--- src/hdl/ffic_pkg.sv ---
// Shared types, constants and the byte-wide CRC-32 update for the file check unit.
// No dependencies; used by ffic_check and framed_file_integrity_check_unit.
`default_nettype none

package ffic_pkg;

  localparam logic [31:0] CRC_POLY = 32'hEDB88320;
  localparam logic [31:0] CRC_INIT = 32'hFFFFFFFF;

  localparam logic [31:0] MAGIC_RESET   = 32'h42474253;
  localparam logic [31:0] MIN_VER_RESET = 32'd2;
  localparam logic [31:0] MAX_VER_RESET = 32'd4;

  // Byte offsets inside the file header.
  localparam logic [3:0] VER_START = 4'd4;
  localparam logic [3:0] HDR_BYTES = 4'd8;

  // Configuration register indexes.
  localparam logic [1:0] CFG_MAGIC   = 2'd0;
  localparam logic [1:0] CFG_MIN_VER = 2'd1;
  localparam logic [1:0] CFG_MAX_VER = 2'd2;

  typedef enum logic [1:0] {
    ST_OK       = 2'd0,
    ST_BAD_HDR  = 2'd1,
    ST_CRC_ERR  = 2'd2,
    ST_BAD_VER  = 2'd3
  } status_t;

  typedef struct packed {
    logic [7:0] data_byte;
    logic       is_last;
  } item_t;

  typedef struct packed {
    logic [31:0] magic_word;
    logic [31:0] min_version;
    logic [31:0] max_version;
  } cfg_t;

  typedef struct packed {
    logic [31:0] file_version;
    logic [31:0] computed_crc;
    status_t     status;
  } result_t;

  // Reflected CRC-32 update over one byte, LSB first.
  function automatic logic [31:0] crc_byte(input logic [31:0] c, input logic [7:0] b);
    logic [31:0] x;
    x = c ^ {24'h0, b};
    for (int k = 0; k < 8; k++) begin
      x = x[0] ? (CRC_POLY ^ (x >> 1)) : (x >> 1);
    end
    return x;
  endfunction

endpackage

`default_nettype wire

--- src/hdl/framed_file_integrity_check_unit.sv ---
// Framed file integrity check: magic word, minimum length, CRC-32 trailer and version range.
// A request's byte is registered, then checked; the verdict on the last byte is registered in
// the result register. Throughput: 1 byte per cycle, set by the one-byte CRC update stage,
// except that a last byte waits while an earlier result is still held downstream.
// Reset (rst_n low, synchronous): registers return to their defaults, file state clears,
// both stages empty.
`default_nettype none

module framed_file_integrity_check_unit (
  input  wire logic        clk,
  input  wire logic        rst_n,
  // input stream
  input  wire logic        in_tvalid,
  output logic             in_tready,
  input  wire logic [7:0]  in_tdata,   // [7:0] data_byte
  input  wire logic        in_tlast,   // is_last
  // result stream
  output logic             out_tvalid,
  input  wire logic        out_tready,
  output logic [71:0]      out_tdata,  // [1:0] status, [33:2] computed_crc,
                                       // [65:34] file_version, [71:66] zero
  // configuration writes
  input  wire logic        cfg_we,
  input  wire logic [1:0]  cfg_addr,
  input  wire logic [31:0] cfg_wdata
);

  // Configuration registers.
  ffic_pkg::cfg_t cfg_r;

  always_ff @(posedge clk) begin
    if (!rst_n) begin
      cfg_r.magic_word  <= ffic_pkg::MAGIC_RESET;
      cfg_r.min_version <= ffic_pkg::MIN_VER_RESET;
      cfg_r.max_version <= ffic_pkg::MAX_VER_RESET;
    end else if (cfg_we) begin
      case (cfg_addr)
        ffic_pkg::CFG_MAGIC:   cfg_r.magic_word  <= cfg_wdata;
        ffic_pkg::CFG_MIN_VER: cfg_r.min_version <= cfg_wdata;
        ffic_pkg::CFG_MAX_VER: cfg_r.max_version <= cfg_wdata;
        default: ;  // unused index: drop the write
      endcase
    end
  end

  // Input register: holds one request until the check stage takes it.
  logic            in_v_r;
  ffic_pkg::item_t in_item_r;
  logic            out_free;
  logic            fire;
  logic            out_load;
  logic            out_v_r, out_v_nxt;

  // Output slot can take a result if empty or being drained this cycle.
  assign out_free  = !out_v_r || out_tready;
  // Mid-file bytes always advance; the last byte waits for room in the output slot.
  assign fire      = in_v_r && (!in_item_r.is_last || out_free);
  assign out_load  = fire && in_item_r.is_last;
  assign in_tready = !in_v_r || fire;

  always_ff @(posedge clk) begin
    if (!rst_n) begin
      in_v_r <= 1'b0;
    end else if (in_tready) begin
      in_v_r <= in_tvalid;
    end
  end

  always_ff @(posedge clk) begin
    if (in_tready && in_tvalid) begin
      in_item_r.data_byte <= in_tdata;
      in_item_r.is_last   <= in_tlast;
    end
  end

  // Check stage: running file state and the end-of-file verdict.
  ffic_pkg::result_t res;

  ffic_check u_check (
    .clk   (clk),
    .rst_n (rst_n),
    .step  (fire),
    .item  (in_item_r),
    .cfg   (cfg_r),
    .res   (res)
  );

  // Result register: hold until the downstream side takes it.
  ffic_pkg::result_t out_res_r;

  assign out_v_nxt = out_load || (out_v_r && !out_tready);

  always_ff @(posedge clk) begin
    if (!rst_n) begin
      out_v_r <= 1'b0;
    end else begin
      out_v_r <= out_v_nxt;
    end
  end

  always_ff @(posedge clk) begin
    if (out_load) begin
      out_res_r <= res;
    end
  end

  assign out_tvalid = out_v_r;
  assign out_tdata  = {6'b000000, out_res_r};

`ifndef ASSERT_OFF
  // A stalled result is never overwritten by a new verdict.
  a_no_overwrite: assert property (@(posedge clk) disable iff (!rst_n)
    (out_v_r && !out_tready) |-> !out_load)
    else $error("result overwritten while stalled");

  // A loaded verdict shows as valid in the next cycle.
  a_load_shows: assert property (@(posedge clk) disable iff (!rst_n)
    out_load |=> out_v_r)
    else $error("loaded result not presented");

  // A held request keeps its byte until the check stage takes it.
  a_hold_input: assert property (@(posedge clk) disable iff (!rst_n)
    (in_v_r && !fire) |=> (in_v_r && $stable(in_item_r)))
    else $error("pending input lost");

  // An empty input register always takes a new request.
  a_empty_ready: assert property (@(posedge clk) disable iff (!rst_n)
    !in_v_r |-> in_tready)
    else $error("input stalled while empty");
`endif

endmodule

`default_nettype wire

--- src/hdl/ffic_check.sv ---
// Per-file check state: magic compare, version capture, CRC over delayed bytes.
// Depends on ffic_pkg.
`default_nettype none

module ffic_check (
  input  wire logic             clk,
  input  wire logic             rst_n,
  input  wire logic             step,
  input  wire ffic_pkg::item_t  item,
  input  wire ffic_pkg::cfg_t   cfg,
  output ffic_pkg::result_t     res
);

  logic [31:0] crc_r, crc_nxt;
  logic [7:0]  tail_r [4];
  logic [7:0]  tail_nxt [4];
  logic [3:0]  cnt_r, cnt_nxt;
  logic        magic_ok_r, magic_ok_nxt;
  logic [31:0] ver_r, ver_nxt;
  logic [31:0] stored;

  always_comb begin
    magic_ok_nxt = magic_ok_r;
    ver_nxt      = ver_r;
    if (cnt_r < ffic_pkg::VER_START) begin
      magic_ok_nxt = magic_ok_r &&
                     (item.data_byte == cfg.magic_word[{cnt_r[1:0], 3'b000} +: 8]);
    end else if (cnt_r < ffic_pkg::HDR_BYTES) begin
      ver_nxt[{cnt_r[1:0], 3'b000} +: 8] = item.data_byte;
    end

    // Oldest byte leaves the delay line and, once four bytes are in it, enters the CRC.
    crc_nxt = (cnt_r >= ffic_pkg::VER_START) ? ffic_pkg::crc_byte(crc_r, tail_r[0]) : crc_r;
    tail_nxt[0] = tail_r[1];
    tail_nxt[1] = tail_r[2];
    tail_nxt[2] = tail_r[3];
    tail_nxt[3] = item.data_byte;

    cnt_nxt = cnt_r[3] ? cnt_r : cnt_r + 4'd1;

    stored = {tail_nxt[3], tail_nxt[2], tail_nxt[1], tail_nxt[0]};
    res.computed_crc = crc_nxt ^ ffic_pkg::CRC_INIT;
    res.file_version = ver_nxt;
    if (!cnt_nxt[3] || !magic_ok_nxt) begin
      res.status = ffic_pkg::ST_BAD_HDR;
    end else if (stored != res.computed_crc) begin
      res.status = ffic_pkg::ST_CRC_ERR;
    end else if (ver_nxt < cfg.min_version || ver_nxt > cfg.max_version) begin
      res.status = ffic_pkg::ST_BAD_VER;
    end else begin
      res.status = ffic_pkg::ST_OK;
    end
  end

  always_ff @(posedge clk) begin
    if (!rst_n) begin
      crc_r      <= ffic_pkg::CRC_INIT;
      cnt_r      <= '0;
      magic_ok_r <= 1'b1;
      ver_r      <= '0;
    end else if (step) begin
      if (item.is_last) begin
        crc_r      <= ffic_pkg::CRC_INIT;
        cnt_r      <= '0;
        magic_ok_r <= 1'b1;
        ver_r      <= '0;
      end else begin
        crc_r      <= crc_nxt;
        cnt_r      <= cnt_nxt;
        magic_ok_r <= magic_ok_nxt;
        ver_r      <= ver_nxt;
      end
    end
  end

  // Tail bytes are only read once the counter shows they were written.
  always_ff @(posedge clk) begin
    if (step) begin
      for (int i = 0; i < 4; i++) begin
        tail_r[i] <= tail_nxt[i];
      end
    end
  end

endmodule

`default_nettype wire
--- config.mk ---
export PLATFORM = sky130hd
export DESIGN_NAME = framed_file_integrity_check_unit
export DESIGN_NICKNAME = d
export VERILOG_FILES = /design/src/hdl/ffic_pkg.sv /design/src/hdl/framed_file_integrity_check_unit.sv /design/src/hdl/ffic_check.sv
export SDC_FILE = /design/constraint.sdc
export NUM_CORES = 1
export LEC_CHECK = 0
export ABC_AREA = 1
export BUFFER_PORTS_ARGS = -buffer_cell sky130_fd_sc_hd__buf_4
export CAP_MARGIN = 25
export CORE_MARGIN = 5
export CORE_UTILIZATION = 62
export CTS_BUF_LIST = sky130_fd_sc_hd__clkbuf_8
export DETAILED_ROUTE_END_ITERATION = 10
export PLACE_DENSITY = 0.94
export SETUP_SLACK_MARGIN = 0.02
export SYNTH_ARGS = -nofsm -noshare
export SYNTH_HDL_FRONTEND = slang
export SYNTH_SLANG_ARGS = --single-unit
export TNS_END_PERCENT = 1
--- constraint.sdc ---
create_clock -name clk -period 7.2 [get_ports clk]
set_input_delay 0.36 -clock clk [delete_from_list [all_inputs] [get_ports clk]]
set_output_delay 0.36 -clock clk [all_outputs]
set_load 0.02 [all_outputs]
==> impl_metrics.py <==
metrics = {
    "routing": {
        "drtIter0Drc": 1327,
        "avgViaCountPerCell": 5.71,
        "wire_per_inst_um": 17.6,
        "ant_nets": 0,
        "routed-via-count": 12700,
        "drc": 0,
        "drt_first_pass_iters": 9,
        "routed_wl_um": 39200,
    },
    "clocking": {
        "postCtsHoldBufs": 9,
        "h-tree-depth": 2,
        "cts_tree": "yes",
        "ctsResizeCount": 0,
        "clock_latency_ns": 0.56,
        "post-cts-setup-buffers": 0,
        "cts_made_buffers": 44,
        "clk_path_buf_depth": 3,
        "cts.clk_slew.worst_paths_ns": 0.06,
        "cts.sinks": 274,
        "root_buffer": "clkbuf_8",
    },
    "synth": {
        "synth_cells": 1793,
        "yosysTopAreaCell": "dfxtp_1",
        "yosysTopAreaCellShare_pct": 24.1,
        "synth.distinct_cells": 33,
        "syn-mean-instance-area_sq_um": 7.75,
        "synth_edf_count": 107,
        "ys.flop_type": "dfxtp_1",
        "syn-cell-area_sq_mm": 0.0139,
        "ys_ff_latch": 274,
        "synthArstFlopShare_pct": 0,
        "synthTopCellsByArea": "dfxtp_1 24%, edfxtp_1 23%, nand2_1 14%",
        "yosys_warnings": 0,
        "yosysSeqAreaShare_pct": 47.2,
    },
    "pwr": {
        "power_density_mw_per_mm2": 217,
        "power.total_mw": 3.44,
        "internal_power_mw": 2.48,
        "pwr-share-clk_pct": 36.8,
        "p_comb_share_pct": 13.3,
        "swShare_pct": 27.9,
        "peakVddDrop_uv": 158,
        "power.switching_mw": 0.959,
        "seq_power_share_pct": 49.9,
        "p_leak_nw": 7.34,
    },
    "floorplan": {
        "pin_count": 122,
        "core_area_sq_mm": 0.0220,
        "fp-row-count": 54,
        "die_h_um": 160,
        "die_w_um": 160,
        "start_util_pct": 63.2,
        "dieArea_sq_mm": 0.0255,
    },
    "finish": {
        "final_cell_mix": "533 x nand2_1, 182 x inv_1, 168 x o21ai_0, 167 x dfxtp_1, 162 x a21oi_1",
        "layout-drive-gt1-share_pct": 13.4,
        "num_antenna_cells": 0,
        "mostFrequentLayoutCell": "nand2_1",
        "syn2layout_area_growth_pct": 14.1,
        "finalInstanceArea_sq_mm": 0.0158,
        "nets": 2024,
    },
    "critical_path": {
        "startpoint_type": "flop",
        "path_common_cell": "nand2_1",
        "end_kind": "flop",
        "path_cells": "clkinv_1, ha_1, nand4_1, o21ai_0, ha_1, a21oi_1, nand3b_1, a21oi_1, nor4_1, nand2_1, nand2_1, nand2_1, nand2_1, inv_1, o21bai_1",
        "critPathRequiredTime_ns": 7.60,
        "critical-path-max-stage-delay_ns": 0.70,
        "path_class": "reg2reg",
        "slowest_stage": "o21ai_0",
        "arrival_ns": 4.72,
        "crit_fanout": 13,
    },
    "placement": {
        "placed_area_sq_mm": 0.0149,
        "portBuffers": 115,
        "place_hpwl_um": 27900,
        "gp_congestion": 0.950,
    },
    "sta": {
        "period_share_pct": 59.9,
        "tightestPinTransition_ns": 0.973,
        "hold_viol": 0,
        "slew_viol_final": 0,
        "hold_ws_ns": 0.0346,
        "period_needed_ns": 4.32,
        "slew_headroom_pct": 35.1,
        "rsz0062_at_grt": "no",
        "finalClockSkew_ns": 0.0157,
        "fmax_mhz": 232,
        "finalSetupViolCount": 0,
        "setup_tns_ns": 0,
    },
    "grt": {
        "grt_pass1_vias": 12200,
        "overflow": 0,
        "grt_first_pass_wirelength_um": 62300,
        "track_usage_pct": 30.1,
        "antenna_found_initial": 0,
        "grt_max_degree": 102,
    },
    "job": {
        "drv_cap": 0,
    },
    "hold_path": {
        "hp-class": "in2reg",
    },
    "run_status": {
        "outcome": "completed",
    },
}
metal layers:
layer	wire [um]	GRT usage (%)	share of wire [%]
met4	2710	19.8	6.9
met1	14600	36.4	37
met2	18400	49.4	47
met5	0	0	0
met3	3400	5.46	8.7
synthesized netlist by cell type (3+ instances only):
cell / instances
clkinv_1: 3
nor4_1: 4
nand3b_1: 7
o21ai_0: 168
nand3_1: 118
o211ai_1: 4
o22ai_1: 4
nand2_4: 5
nand2_1: 534
nor2_1: 86
inv_2: 14
nor3_1: 11
mux2_2: 8
ha_1: 68
a21oi_1: 162
inv_1: 165
o31ai_1: 8
clkbuf_1: 53
dfxtp_1: 167
nand4_1: 13
edfxtp_1: 107
xor2_1: 11
buf_4: 9
nand2_2: 47
buf_2: 6
path summary, 6_finish.rpt:
check	startpoint	to	cells after the start	slack [ns]
worst max-delay path	u_check.cnt_r[1]$_SDFFE_PN0P_	out_tdata[0]$_SDFFCE_PP1P_	15	2.88
worst min-delay path	cfg_wdata[14]	cfg_r[78]$_SDFFE_PN1P_	3	0.03
worst max register to register	u_check.cnt_r[1]$_SDFFE_PN0P_	out_tdata[0]$_SDFFCE_PP1P_	15	2.88
worst min register to register	u_check.tail_r[1][3]$_DFFE_PP_	u_check.tail_r[0][3]$_DFFE_PP_	0	0.46
area by class of cell:
type | count | area (sq um)
flip-flops and latches | 274 | 6560
clock inverters | 31 | 154
fillers | 1659 | 6110
inverters | 183 | 689
clock buffers | 49 | 674
repair buffers | 134 | 1050
multi-input cells | 1271 | 6370
well taps | 280 | 350
power by group through the flow:
stage | combinational [mW] | clock, mW | sequential, mW
2_1_floorplan | 0.295 | 0 | 1.75
3_3_place_gp | 0.426 | 0 | 1.74
3_5_place_dp | 0.440 | 0 | 1.75
4_1_cts | 0.447 | 1.28 | 1.72
5_1_grt | 0.510 | 1.37 | 1.72
6_report | 0.456 | 1.27 | 1.72
flip-flops by register name (all words and copies together) (netlist names):
register / cells
out_tvalid: 1
u_check.ver_r: 32
out_tdata: 66
u_check.cnt_r: 4
in_item_r: 9
u_check.crc_r: 32
u_check.tail_r: 32
u_check.magic_ok_r: 1
in_v_r: 1
cfg_r: 96
cell families (layout without fill, tap and decap cells):
group / Yosys count / count (layout) / share of synthesized area [%]
AOI/OAI and AO/OA: 352 / 352 / 13.0
muxes: 8 / 8 / 0.649
buffers and inverters: 253 / 397 / 7.15
other: 1 / 6 / 0.0270
adders and majority gates: 68 / 68 / 6.13
DFF: 274 / 274 / 47.2
xor gates and xnor gates: 11 / 11 / 0.694
and+or+nand+nor: 826 / 826 / 25.1
critical path, delay by kind of cell, from the launching register on:
| family | cells | cell delay, ns |
|---|---|---|
| and+or+nand+nor | 7 | 1.02 |
| adders and majority gates | 2 | 0.90 |
| DFF | 1 | 0.64 |
| AOI/OAI and AO/OA | 4 | 1.05 |
| buffers and inverters | 2 | 0.54 |
through the flow:
step,setup WS [ns],utilization (%),instances
finish,2.88,72.2,2222
floorplan,3.85,-,1798
global route,2.56,72.2,2222
global placement,3.22,67.8,2131
CTS,2.99,72.0,2220
detailed placement,3.04,67.8,2131
Note: power is estimated with default switching activity, not from simulation.
